$ cat src/design/jacobi_symbol_unit_defines.svh
// assertion helpers shared by the jacobi symbol unit modules
`ifndef JACOBI_SYMBOL_UNIT_DEFINES_SVH
`define JACOBI_SYMBOL_UNIT_DEFINES_SVH

// same-cycle implication, checked at every rising clock edge outside reset
`define JSU_ASSERT_NOW(name, pre, post) \
   name: assert property (@(posedge clock) disable iff (reset) (pre) |-> (post)) \
      else $error("jsu check failed");

// next-cycle implication, checked at every rising clock edge outside reset
`define JSU_ASSERT_NEXT(name, pre, post) \
   name: assert property (@(posedge clock) disable iff (reset) (pre) |=> (post)) \
      else $error("jsu check failed");

`endif

$ cat src/design/jsu_pkg.sv
package jsu_pkg;

   // operand width and iteration counter width
   localparam int WIDTH = 32;
   localparam int IN_W  = 32;
   localparam int CNT_W = (WIDTH > 1) ? $clog2(WIDTH) : 1;

   // symbol codes, two's complement
   localparam logic [1:0] SYM_ZERO = 2'b00;
   localparam logic [1:0] SYM_POS  = 2'b01;
   localparam logic [1:0] SYM_NEG  = 2'b11;

   // residues that decide sign flips
   localparam logic [2:0] MOD8_THREE = 3'd3;
   localparam logic [2:0] MOD8_FIVE  = 3'd5;
   localparam logic [1:0] MOD4_THREE = 2'd3;

   typedef enum logic [1:0] {
      ST_IDLE,
      ST_CHECK,
      ST_DIV,
      ST_STRIP
   } state_type;

   // commands from the controller to the datapath
   typedef struct packed {
      logic load;
      logic div_start;
      logic div_step;
      logic halve;
      logic swap;
      logic emit;
      logic emit_invalid;
   } cmd_type;

   // status from the datapath to the controller
   typedef struct packed {
      logic mod_bad;
      logic div_last;
      logic a_zero;
      logic a_even;
   } stat_type;

endpackage

$ cat src/design/jsu_datapath.sv
`include "jacobi_symbol_unit_defines.svh"

module jsu_datapath
   import jsu_pkg::*;
(
   input  logic            clock,
   input  logic            reset,
   input  cmd_type         cmd,
   output stat_type        stat,
   input  logic [IN_W-1:0] req_numerator,
   input  logic [IN_W-1:0] req_modulus,
   output logic            rsp_strobe,
   output logic [1:0]      rsp_symbol,
   output logic            rsp_invalid
);

   logic [WIDTH-1:0] a_ff, a_in;
   logic [WIDTH-1:0] n_ff, n_in;
   logic [WIDTH-1:0] rem_ff, rem_in;
   logic [CNT_W-1:0] cnt_ff, cnt_in;
   logic             neg_ff, neg_in;
   logic             strobe_ff, strobe_in;
   logic [1:0]       symbol_ff, symbol_in;
   logic             invalid_ff, invalid_in;

   logic [WIDTH:0]   trial;
   logic [WIDTH:0]   diff;
   logic             fits;
   logic [WIDTH-1:0] rem_next;
   logic             div_last;
   logic             strip_flip;
   logic             swap_flip;

   // one restoring division step: shift in the next dividend bit, subtract if it fits
   always_comb begin
      trial    = {rem_ff, a_ff[WIDTH-1]};
      diff     = trial - {1'b0, n_ff};
      fits     = (trial >= {1'b0, n_ff});
      rem_next = fits ? diff[WIDTH-1:0] : trial[WIDTH-1:0];
      div_last = (cnt_ff == CNT_W'(WIDTH - 1));
   end

   // sign flip conditions
   assign strip_flip = (n_ff[2:0] == MOD8_THREE) || (n_ff[2:0] == MOD8_FIVE);
   assign swap_flip  = (a_ff[1:0] == MOD4_THREE) && (n_ff[1:0] == MOD4_THREE);

   // status to the controller
   always_comb begin
      stat.mod_bad  = (n_ff == '0) || !n_ff[0];
      stat.div_last = div_last;
      stat.a_zero   = (a_ff == '0);
      stat.a_even   = !a_ff[0];
   end

   // operand, divider and sign updates
   always_comb begin
      a_in   = a_ff;
      n_in   = n_ff;
      rem_in = rem_ff;
      cnt_in = cnt_ff;
      neg_in = neg_ff;
      if (cmd.load) begin
         a_in   = WIDTH'(req_numerator);
         n_in   = WIDTH'(req_modulus);
         neg_in = 1'b0;
      end
      if (cmd.div_start || cmd.swap) begin
         rem_in = '0;
         cnt_in = '0;
      end
      if (cmd.div_step) begin
         rem_in = rem_next;
         cnt_in = cnt_ff + CNT_W'(1);
         a_in   = div_last ? rem_next : {a_ff[WIDTH-2:0], 1'b0};
      end
      if (cmd.halve) begin
         a_in   = {1'b0, a_ff[WIDTH-1:1]};
         neg_in = neg_ff ^ strip_flip;
      end
      if (cmd.swap) begin
         a_in   = n_ff;
         n_in   = a_ff;
         neg_in = neg_ff ^ swap_flip;
      end
   end

   // result register
   always_comb begin
      strobe_in  = cmd.emit || cmd.emit_invalid;
      symbol_in  = symbol_ff;
      invalid_in = invalid_ff;
      if (cmd.emit_invalid) begin
         symbol_in  = SYM_ZERO;
         invalid_in = 1'b1;
      end else if (cmd.emit) begin
         invalid_in = 1'b0;
         if (n_ff == WIDTH'(1)) begin
            symbol_in = neg_ff ? SYM_NEG : SYM_POS;
         end else begin
            symbol_in = SYM_ZERO;
         end
      end
   end

   // payload registers
   always_ff @(posedge clock) begin
      a_ff       <= a_in;
      n_ff       <= n_in;
      rem_ff     <= rem_in;
      cnt_ff     <= cnt_in;
      neg_ff     <= neg_in;
      symbol_ff  <= symbol_in;
      invalid_ff <= invalid_in;
   end

   // control registers
   always_ff @(posedge clock) begin
      if (reset) begin
         strobe_ff <= 1'b0;
      end else begin
         strobe_ff <= strobe_in;
      end
   end

   assign rsp_strobe  = strobe_ff;
   assign rsp_symbol  = symbol_ff;
   assign rsp_invalid = invalid_ff;

   // partial remainder always stays below the modulus
   `JSU_ASSERT_NOW(a_rem_below_mod, cmd.div_step, rem_ff < n_ff)
   // the modulus stays odd while reducing
   `JSU_ASSERT_NOW(a_mod_odd_div, cmd.div_step || cmd.halve, n_ff[0])
   // a result never shows in consecutive cycles
   `JSU_ASSERT_NEXT(a_strobe_single, strobe_ff, !strobe_ff)

endmodule

$ cat src/design/jsu_controller.sv
`include "jacobi_symbol_unit_defines.svh"

module jsu_controller
   import jsu_pkg::*;
(
   input  logic     clock,
   input  logic     reset,
   input  logic     start,
   output logic     busy,
   input  stat_type stat,
   output cmd_type  cmd
);

   state_type state_ff, state_in;

   // next state
   always_comb begin
      state_in = state_ff;
      unique case (state_ff)
         ST_IDLE: begin
            if (start) state_in = ST_CHECK;
         end
         ST_CHECK: begin
            state_in = stat.mod_bad ? ST_IDLE : ST_DIV;
         end
         ST_DIV: begin
            if (stat.div_last) state_in = ST_STRIP;
         end
         ST_STRIP: begin
            priority if (stat.a_zero) state_in = ST_IDLE;
            else if (stat.a_even)     state_in = ST_STRIP;
            else                      state_in = ST_DIV;
         end
         default: state_in = ST_IDLE;
      endcase
   end

   // commands
   always_comb begin
      cmd  = '0;
      busy = (state_ff != ST_IDLE);
      unique case (state_ff)
         ST_IDLE: begin
            cmd.load = start;
         end
         ST_CHECK: begin
            cmd.emit_invalid = stat.mod_bad;
            cmd.div_start    = !stat.mod_bad;
         end
         ST_DIV: begin
            cmd.div_step = 1'b1;
         end
         ST_STRIP: begin
            priority if (stat.a_zero) cmd.emit  = 1'b1;
            else if (stat.a_even)     cmd.halve = 1'b1;
            else                      cmd.swap  = 1'b1;
         end
         default: cmd = '0;
      endcase
   end

   // state register
   always_ff @(posedge clock) begin
      if (reset) begin
         state_ff <= ST_IDLE;
      end else begin
         state_ff <= state_in;
      end
   end

   // an accepted request always goes to the modulus check
   `JSU_ASSERT_NEXT(a_start_check, state_ff == ST_IDLE && start, state_ff == ST_CHECK)
   // the reduction runs its full count
   `JSU_ASSERT_NEXT(a_div_hold, state_ff == ST_DIV && !stat.div_last, state_ff == ST_DIV)
   // at most one datapath action per cycle besides the load
   `JSU_ASSERT_NOW(a_one_cmd, 1'b1,
      $onehot0({cmd.div_start, cmd.div_step, cmd.halve, cmd.swap, cmd.emit,
                cmd.emit_invalid}))

endmodule

$ cat src/design/jacobi_symbol_unit.sv
// jacobi symbol unit: returns (numerator / modulus) as -1, 0 or 1.
// request: raise start with req_numerator and req_modulus; the request is
// taken on a rising edge where start is high and busy is low. busy stays
// high until the result has been issued, so one request is worked at a time.
// result: rsp_strobe is high for exactly one cycle with rsp_symbol (two's
// complement) and rsp_invalid; the receiver must take it then, no stall.
// an even or zero modulus gives rsp_invalid = 1 and symbol 0, issued from
// the check state. otherwise each reduction of the numerator modulo the
// modulus runs through a shared restoring divider, one quotient bit per
// cycle over all WIDTH dividend bits; each stripped factor of two and each
// swap takes one strip step. the number of reductions grows with log2 of
// the operands, and the divider loop sets the rate.
// a new request may be taken in the cycle the previous result is shown.
// reset (synchronous, active high) returns to idle and drops rsp_strobe.
module jacobi_symbol_unit
   import jsu_pkg::*;
(
   input  logic            clock,
   input  logic            reset,
   input  logic            start,
   output logic            busy,
   input  logic [IN_W-1:0] req_numerator,
   input  logic [IN_W-1:0] req_modulus,
   output logic            rsp_strobe,
   output logic signed [1:0] rsp_symbol,
   output logic            rsp_invalid
);

   cmd_type  cmd;
   stat_type stat;
   logic [1:0] symbol;

   // sequencing
   jsu_controller u_ctrl (
      .clock (clock),
      .reset (reset),
      .start (start),
      .busy  (busy),
      .stat  (stat),
      .cmd   (cmd)
   );

   // operands, divider and sign
   jsu_datapath u_dp (
      .clock         (clock),
      .reset         (reset),
      .cmd           (cmd),
      .stat          (stat),
      .req_numerator (req_numerator),
      .req_modulus   (req_modulus),
      .rsp_strobe    (rsp_strobe),
      .rsp_symbol    (symbol),
      .rsp_invalid   (rsp_invalid)
   );

   assign rsp_symbol = $signed(symbol);

endmodule

$ cat config.mk
export PLATFORM = sky130hd
export DESIGN_NAME = jacobi_symbol_unit
export DESIGN_NICKNAME = d
export VERILOG_FILES = /design/src/design/jsu_pkg.sv /design/src/design/jsu_datapath.sv /design/src/design/jsu_controller.sv /design/src/design/jacobi_symbol_unit.sv
export VERILOG_INCLUDE_DIRS = /design/src /design/src/design
export SDC_FILE = /design/constraint.sdc
export NUM_CORES = 1
export LEC_CHECK = 0
export BUFFER_PORTS_ARGS = -buffer_cell sky130_fd_sc_hd__buf_2
export CAP_MARGIN = 20
export CORE_MARGIN = 5
export CORE_UTILIZATION = 40
export DETAILED_ROUTE_END_ITERATION = 16
export PLACE_DENSITY = 0.68
export SKIP_CTS_REPAIR_TIMING = 1
export SYNTH_ARGS = -nofsm -noshare
export SYNTH_HDL_FRONTEND = slang
export SYNTH_SLANG_ARGS = --single-unit
$ cat constraint.sdc
create_clock -name clock -period 4.34 [get_ports clock]
set_clock_uncertainty 0.15 [all_clocks]
set_input_delay 0.217 -clock clock [delete_from_list [all_inputs] [get_ports clock]]
set_output_delay 0.217 -clock clock [all_outputs]
set_load 0.02 [all_outputs]
; Yosys cells after proc, flatten, opt, wreduce, memory -nomap -nowiden
; Cells that the tools add are included.
[word_totals]
register_bits = 108
latch_bits = 0
mem_bits_rw = 0
rom_bits = 0
in_bits = 67
out_inout_bits = 5
elab_cells = 73
n_memories = 0
[classes]
addsub = 2
mul = 0
div_mod_pow = 0
magnitude_cmp = 1
eq_ne = 11
shift = 0
n_mux = 32
bitwise_logic = 2
reduce_logical = 16
[op_table]
columns = cell, n
row1 = $mux W32, 10
row2 = $logic_not A32 Y1, 2
row3 = $ge A33 B32 Y1, 1
row4 = $eq A32 B1 Y1 const B, 1
row5 = $sub A32 B32 Y32, 1
row6 = $mux W2, 7
row7 = $mux W1, 11
row8 = $mux W5, 2
row9 = $eq A2 B2 Y1 const B, 4
row10 = $pmux W2 S4, 1
row11 = $reduce_bool A2 Y1, 3
row12 = $add A5 B1 Y5 const B, 1
row13 = $eq A5 B5 Y1 const B, 1
row14 = $logic_or A1 B1 Y1, 4
row15 = $reduce_bool A4 Y1, 1
row16 = $eq A3 B2 Y1 const B, 1
row17 = $eq A3 B3 Y1 const B, 1
row18 = $mux W3, 1
row19 = $reduce_bool A3 Y1, 1
row20 = $eq A2 B1 Y1 const B, 1
row21 = $logic_not A1 Y1, 2
row22 = $logic_not A2 Y1, 1
row23 = $ne A2 B1 Y1 const B, 1
row24 = $ne A2 B2 Y1 const B, 1
row25 = 3 further kinds, 4

; Longest topological paths before layout
; Gate-level depths: netlist (run 1).
[logic_depth]
depth_word = 7
ltp_mapped = 14
depth_no_buf = 13

; Cells and area by module
; From an unflattened synthesis (run 1), not the netlist that was laid out.
[unflattened]
hier_cells = 775
hier_area_um2 = 7498.4
[by_module_without_submodules]
columns = module, n_inst, cells_per_inst, area_each_um2, seq_area_each_um2
row1 = jsu_datapath, 1, 756, 7353.3, 3143.0
row2 = jsu_controller, 1, 19, 145.1, 40.0

; Worst setup path before layout (run 1)
; OpenSTA, ideal clock, no wires.
[synth_path]
path_type = reg2reg
startpoint = reg u_ctrl.state_ff[1]
endpoint = reg u_dp.a_ff[0] (enable)
setup_time_ps = 466
arrival_ps = 2904
required_ps = 3724
setup_slack_ps = 821
path_stages_with_launch = 4
n_path_buf = 1
synth_period_minus_slack_ps = 3519
path_cell_list = dfxtp_1 > clkbuf_1 > nor2_1 > o21ai_0
[synth_via]
elab_chain_len = 3
word_cells_on_any_way = 7
cone_classes = eq/ne: 2 / mux: 3 / reduce/logical: 2
[synth_rtl]
columns = item, line_no
row1 = "start, declared", jsu_controller.sv:14  ; state_type state_ff, state_in;
row2 = "start signal, assigned", jsu_controller.sv:67  ; state_ff <= state_in;
row3 = $eq A2 B2 Y1 or $logic_not A2 Y1 (tied branches), jsu_controller.sv:42  ; unique case (state_ff)
row4 = $mux W3 or $mux W1 (tied branches), jsu_controller.sv:42
row5 = $reduce_bool A4 Y1 (no source line) *, n/a
row6 = "end signal, assigned", jsu_datapath.sv:107  ; a_ff <= a_in;
row7 = "end, declared", jsu_datapath.sv:17  ; logic [WIDTH-1:0] a_ff, a_in;
; Mark *: on every way between the ends. The rest lies on a longest branch, timed or not.
; A chain may end at the register's enable or synchronous reset.

; Worst setup path after layout (run 1)
[layout_path]
startpoint = reg u_dp.a_ff[31]
endpoint = reg u_dp.a_ff[28], data pin
[layout_via]
elab_chain_len = 6
word_cells_on_any_way = 10
cone_classes = add/sub: 1 / order compare: 1 / mux: 7 / reduce/logical: 1
[layout_rtl]
columns = item, line_no
row1 = $sub A32 B32 Y32 or $ge A33 B32 Y1 (tied branches), "jsu_datapath.sv:37, jsu_datapath.sv:38"
row2 = $mux W32, jsu_datapath.sv:39  ; rem_next = fits ? diff[WIDTH-1:0] : trial[WIDTH-1:0];
row3 = $mux W32, jsu_datapath.sv:74  ; a_in = div_last ? rem_next : {a_ff[WIDTH-2:0], 1'b0};
row4 = $mux W32, jsu_datapath.sv:71  ; if (cmd.div_step) begin
row5 = $mux W32, jsu_datapath.sv:76  ; if (cmd.halve) begin
row6 = $mux W32 *, jsu_datapath.sv:80  ; if (cmd.swap) begin
row7 = named net u_dp.a_in[28], jsu_datapath.sv:17
; Mark *: on every way through the listed nets, which the timed path passes. The rest lies on a longest branch.

==> results.yml, run 1 <==
power:
  total_power_mw: 3.09
  p_leak_nw: 3.51
  vdd_drop_max_mv: 0.247
  p_per_area_nw_per_um2: 359
final_layout:
  multi_input_area_um2: 4110
  seq_area_um2: 3180
  stdcell_area_um2: 8610
  nFillCells: 1775
  final_cell_mix: "edfxtp_1 (102), nor2_1 (78), a21oi_1 (72), buf_2 (71), nand2_1 (55)"
  mostFrequentLayoutCell: "edfxtp_1"
  syn_to_final_growth_pct: 12.7
  n_antenna_cell: 0
  instances_no_fill: 1095
  fin_util_pct: 45.9
  final_layout_size_suffix_gt1_share_pct: 17.9
  nets: 959
timing:
  period_share_pct: 86.6
  max_freq_mhz: 266
  whs_ps: 1.59
  setup_violations: 0
  slew_headroom_pct: 33.9
  worst_slack_ps: 583
  tightest_slew_ps: 988
  tns_ps: 0
  rsz0062_at_grt: "false"
  hold_violations: 0
  finalCriticalPeriod_ps: 3760
  finalMaxSlewViolations: 0
logic_synthesis:
  synth-edff-count: 102
  seq_area_frac_synth_pct: 41.7
  avgSynthCellArea_um2: 9.62
  postSynth.asyncResetShare_pct: 0
  netlist_instances: 794
  ys_ff_latch: 108
  synth_cell_type_count: 71
  yosysTopAreaCell: "edfxtp_1"
  synth_fp_nets: 896
  ys.flop_type: "edfxtp_1"
  syn_area_um2: 7640
  synth_area_leaders: "edfxtp_1 (40%), mux2i_1 (6.2%), ha_1 (5.6%)"
  synth_top_cell_area_share_pct: 40.1
  yosysWarningCount: 0
clocking:
  clock_path_buffers: 2
  numCtsBuffers: 9
  root_buffer: "clkbuf_16"
  clock_latency_ps: 360
  h-tree-depth: 3
  cts_tree: "built"
  cts_sinks: 108
  clk_pin_slew_ps: 70
floorplan:
  die_width_um: 148
  ioPinCount: 72
  start_util_pct: 40.7
  die_area_um2: 22000
  fp.dieH_um: 148
  core_area_um2: 18800
  num_rows: 50
global_route:
  grt_overflow_total: 0
  grt_usage_pct: 21.4
  antenna_found_initial: 0
  grt_pass1_vias: 6559
  grt_pass1_wl_mm: 36.7
  grt_start_max_net_pins: 44
worst_setup_path:
  critical_path.top_delay_family: "compound AO/OA/AOI/OAI gates"
  critPathRequiredTime_ps: 4310
  timing.critical_path.buf_inv: 2
  worstSetupPathType: "reg -> reg"
  cp-startpoint: "u_dp.a_ff[31]$_DFFE_PP_"
  cp.arrival_ps: 3720
  critPathSlowestCell: "edfxtp_1"
  r2r_start: "u_dp.a_ff[31]$_DFFE_PP_"
  slowest_delay_ps: 480
  cp-end-kind: "register"
  crit_path_start_kind: "register"
  cp_max_fo: 4
  cp_cell_sequence: "inv_1 -> ha_1 -> inv_1 -> fa_1 -> a21oi_1 -> nor2_1 -> or2_1 -> a21oi_1 -> o31ai_1 -> a311oi_1 -> xnor2_1 -> o21ai_1 -> a221o_1"
hold_path:
  min-delay-start: "req_modulus[4]"
  min_path_type: "in -> reg"
route:
  dr.pass1.iters: 5
  drc: 0
  wl_per_cell_um: 21.5
  final_antenna_net_count: 0
  via_per_inst: 6.07
  routed_wl_mm: 23.6
  vias: 6643
  drt-initial-drc-count: 560
place:
  portBuffers: 71
  dp_hpwl_mm: 17.3
  place_worst_setup_slack_ps: 636
  routabilityCongestion: 0.920
  dp.cells: 1077
  placed_area_um2: 8270
status:
  status: "finished clean"
job:
  drv_cap: 0
synthesized netlist by cell type, types with 11 or more instances:
library cell,number
a21oi_1,72
a31oi_1,11
clkbuf_1,28
edfxtp_1,102
ha_1,34
inv_1,43
mux2_2,31
mux2i_1,47
nand2_1,56
nand3_1,15
nand4_1,14
nor2_1,79
nor3_1,14
nor4_1,18
o21a_1,13
o21ai_0,31
o21ai_1,14
xnor2_1,19
flip-flops by register name, summed over array words and instances (netlist names):
signal / cells
u_dp.rsp_symbol: 2
u_ctrl.state_ff: 2
u_dp.rem_ff: 32
u_dp.cnt_ff: 5
u_dp.n_ff: 32
u_dp.neg_ff: 1
u_dp.rsp_invalid: 1
u_dp.rsp_strobe: 1
u_dp.a_ff: 32
path summary, 6_finish.rpt:
kind                                      to  slack (ps)  depth (start not counted)
min reg2reg  u_dp.rsp_symbol[1]$_SDFFE_PP0P_         350                          1
max                  u_dp.a_ff[28]$_DFFE_PP_         580                         13
min                   u_dp.n_ff[4]$_DFFE_PP_           2                          2
max reg2reg          u_dp.a_ff[28]$_DFFE_PP_         580                         13
layer usage:
layer | GRT usage, % | up-vias | routed length [um]
met5 | 0 | - | 0
met4 | 9.42 | 0 | 869
met3 | 4.24 | 49 | 1990
met2 | 33.7 | 320 | 10800
met1 | 28.7 | 3173 | 9920
li1 | - | 3101 | -
where the power goes:
group	total, mW	internal (mW)	switching (mW)
sequential	1.36	1.26	0.100
combinational	0.842	0.334	0.507
clock	0.885	0.501	0.384
area by class of cell:
cell class / count / share of cell area (%)
Clock inverter: 5 / 0.901
Inverter: 43 / 1.88
Timing Repair Buffer: 96 / 6.40
Tap cell: 234 / 3.40
Sequential cell: 108 / 37.0
Clock buffer: 10 / 2.66
Multi-Input combinational cell: 599 / 47.8
cells by family (layout without fill, tap and decap cells):
group | Yosys count | in the layout | share of synthesized area, %
compound gates | 214 | 214 | 18.2
xor+xnor | 29 | 29 | 3.33
fa+ha+maj | 35 | 35 | 5.83
buf+inv | 87 | 154 | 4.78
flops | 108 | 108 | 41.7
mux | 78 | 78 | 10.7
simple gates | 243 | 243 | 15.4
(Power assumes the default switching activity.)
==> run 2: changes to the inputs <==
--- a/config.mk
+++ b/config.mk
@@ -10,9 +10,11 @@
 export CAP_MARGIN = 20
 export CORE_MARGIN = 5
 export CORE_UTILIZATION = 40
+export CTS_CLUSTER_SIZE = 40
 export DETAILED_ROUTE_END_ITERATION = 16
 export PLACE_DENSITY = 0.68
 export SKIP_CTS_REPAIR_TIMING = 1
 export SYNTH_ARGS = -nofsm -noshare
 export SYNTH_HDL_FRONTEND = slang
+export SYNTH_HIERARCHICAL = 1
 export SYNTH_SLANG_ARGS = --single-unit
==> run 2 against run 1 <==
Final cell count fell by 2.5%. Clock power rose by 1%. Sequential power about the same. Fmax is 9.2% lower. Critical endpoint is now u_dp/a_ff[28]$_DFFE_PP_. Highest routed layer unchanged.
==> results.yml, run 2 <==
timing:
  rsz0062_at_grt: "false"
  finalCriticalPeriod_ps: 4140
  max_freq_mhz: 242
  finalMaxSlewViolations: 0
  setup_violations: 0
  period_share_pct: 95.3
  worst_slack_ps: 202
  tns_ps: 0
  slew_headroom_pct: 36.8
  hold_violations: 0
  tightest_slew_ps: 948
  whs_ps: 9.80
floorplan:
  num_rows: 50
  die_area_um2: 21600
  fp.dieH_um: 147
  start_util_pct: 40.4
  die_width_um: 147
  ioPinCount: 72
  core_area_um2: 18600
place:
  dp_hpwl_mm: 16.2
  routabilityCongestion: 0.937
  dp.cells: 1051
  placed_area_um2: 8100
  portBuffers: 71
  place_worst_setup_slack_ps: 231
status:
  status: "finished clean"
final_layout:
  nets: 931
  instances_no_fill: 1068
  fin_util_pct: 45.4
  final_layout_size_suffix_gt1_share_pct: 17.4
  syn_to_final_growth_pct: 12.6
  mostFrequentLayoutCell: "edfxtp_1"
  n_antenna_cell: 0
  reg_top3: "u_dp/a_ff: 32 flops, u_dp/n_ff: 32 flops, u_dp/rem_ff: 32 flops"
  stdcell_area_um2: 8440
  final_cell_mix: "edfxtp_1 (102), nor2_1 (85), buf_2 (71), a21oi_1 (60), inv_1 (49)"
route:
  met2_length_mm: 10.0
  drt-initial-drc-count: 674
  via_per_inst: 6.07
  highest_layer: "met4"
  final_antenna_net_count: 0
  wl_per_cell_um: 20.7
  dr.pass1.iters: 5
  met3WireLength_mm: 1.52
  routed_wl_mm: 22.2
  vias: 6486
  wl_met1_mm: 10.0
  drc: 0
worst_setup_path:
  cp_max_fo: 4
  r2r_setup_slack_ps: 200
  critPathSlowestCell: "o41a_1"
  worstSetupPathType: "reg -> reg"
  r2r_start: "u_dp/a_ff[31]$_DFFE_PP_"
  cp.arrival_ps: 4080
  reg2reg_depth: 14
  slowest_delay_ps: 490
  cp_cell_sequence: "inv_1 -> ha_1 -> inv_1 -> fa_1 -> a21o_1 -> a221oi_2 -> o31ai_1 -> o41a_1 -> a311oi_4 -> o221ai_1 -> a21oi_1 -> xnor2_1 -> mux2i_1 -> a21oi_1"
  critPathRequiredTime_ps: 4290
  cp-end-kind: "register"
  crit_path_start_kind: "register"
  r2r-end: "u_dp/a_ff[28]$_DFFE_PP_"
clocking:
  clock_latency_ps: 350
  root_buffer: "clkbuf_16"
  cts_sinks: 108
  h-tree-depth: 3
  clock_path_buffers: 2
  numCtsBuffers: 9
  clk_pin_slew_ps: 70
  cts_tree: "built"
logic_synthesis:
  ys.flop_type: "edfxtp_1"
  syn_area_um2: 7500
  avgSynthCellArea_um2: 9.68
  synth_commonest_cells: "edfxtp_1 (102), nor2_1 (85), a21oi_1 (60)"
  synth_top_cell_area_share_pct: 40.8
  synth-edff-count: 102
  yosysTopAreaCell: "edfxtp_1"
  ys_ff_latch: 108
  synth_fp_nets: 877
  seq_area_frac_synth_pct: 42.4
  yosysWarningCount: 6
  netlist_instances: 775
  synth_area_leaders: "edfxtp_1 (41%), ha_1 (5.7%), mux2_2 (5.1%)"
  postSynth.asyncResetShare_pct: 0
  synth_most_common_cell: "edfxtp_1"
  synth_cell_type_count: 63
power:
  p_switching_mw: 0.951
  p_sw_share_pct: 31.4
  total_power_mw: 3.02
  vdd_drop_max_mv: 0.238
  sequentialPowerShare_pct: 44.5
  p_leak_nw: 3.41
  clock_power_share_pct: 29.7
  internal-power_mw: 2.07
  p_comb_share_pct: 25.9
  p_per_area_nw_per_um2: 358
hold_path:
  min_path_type: "in -> reg"
  whs_path_depth: 2
  min_to: "u_dp/n_ff[30]$_DFFE_PP_"
  min-delay-start: "req_modulus[30]"
global_route:
  grt_pass1_vias: 6292
  grt_pass1_wl_mm: 34.6
  grt_start_max_net_pins: 93
  antenna_found_initial: 0
  grt_usage_pct: 20.1
  grt_overflow_total: 0
job:
  drv_cap: 0
## run 2: kinds of logic (layout without fill, tap and decap cells)
group	count (synthesis)	in the layout	synth area share, %
fa+ha+maj	35	35	5.94
simple gates	223	223	14.3
compound gates	223	223	20.2
mux	58	58	8.34
buf+inv	95	154	4.94
xor+xnor	33	33	3.85
flops	108	108	42.4
## run 2: worst max-delay path by stage
stage | from | to | slack, ps | depth (start not counted)
floorplan | u_dp/a_ff[31]$_DFFE_PP_ | u_dp/a_ff[28]$_DFFE_PP_ | 840 | 14
global placement | u_dp/n_ff[18]$_DFFE_PP_ | u_dp/a_ff[23]$_DFFE_PP_ | 320 | 12
detailed placement | u_dp/n_ff[18]$_DFFE_PP_ | u_dp/a_ff[23]$_DFFE_PP_ | 230 | 12
CTS | u_dp/n_ff[18]$_DFFE_PP_ | u_dp/a_ff[23]$_DFFE_PP_ | 170 | 12
global route | u_dp/a_ff[31]$_DFFE_PP_ | u_dp/a_ff[28]$_DFFE_PP_ | 8 | 14
finish | u_dp/a_ff[31]$_DFFE_PP_ | u_dp/a_ff[28]$_DFFE_PP_ | 200 | 14
## run 2: worst max-delay path, delay by kind of cell (launching register included)
| family | cells | cell delay (ps) |
|---|---|---|
| AO/OA/AOI/OAI | 8 | 2140 |
| XOR/XNOR | 1 | 90 |
| adder cells (fa/ha/maj) | 2 | 590 |
| buffers and inverters | 2 | 200 |
| flip-flops | 1 | 420 |
| multiplexers | 1 | 270 |
## run 2: cell type report
cell class | instances | area (um^2)
Clock buffer | 11 | 233
Clock inverter | 5 | 85.1
Fill cell | 1757 | 10100
Inverter | 51 | 191
Multi-Input combinational cell | 572 | 3970
Sequential cell | 108 | 3180
Tap cell | 234 | 293
Timing Repair Buffer | 87 | 490
## run 2: power by group through the flow
stage                     Combinational [mW]  Sequential, mW  Clock [mW]
after detailed placement               0.757            1.36           0
final                                  0.782            1.34       0.898
after global placement                 0.753            1.36           0
after CTS                              0.765            1.34       0.913
after floorplan                        0.550            1.33           0
after global routing                   0.850            1.35       0.954
## run 2: routing by layer
metal	vias to the layer above	track usage, %
li1	3025	-
met1	3129	28.8
met2	287	31.1
met3	45	3.24
met4	0	6.94
met5	-	0
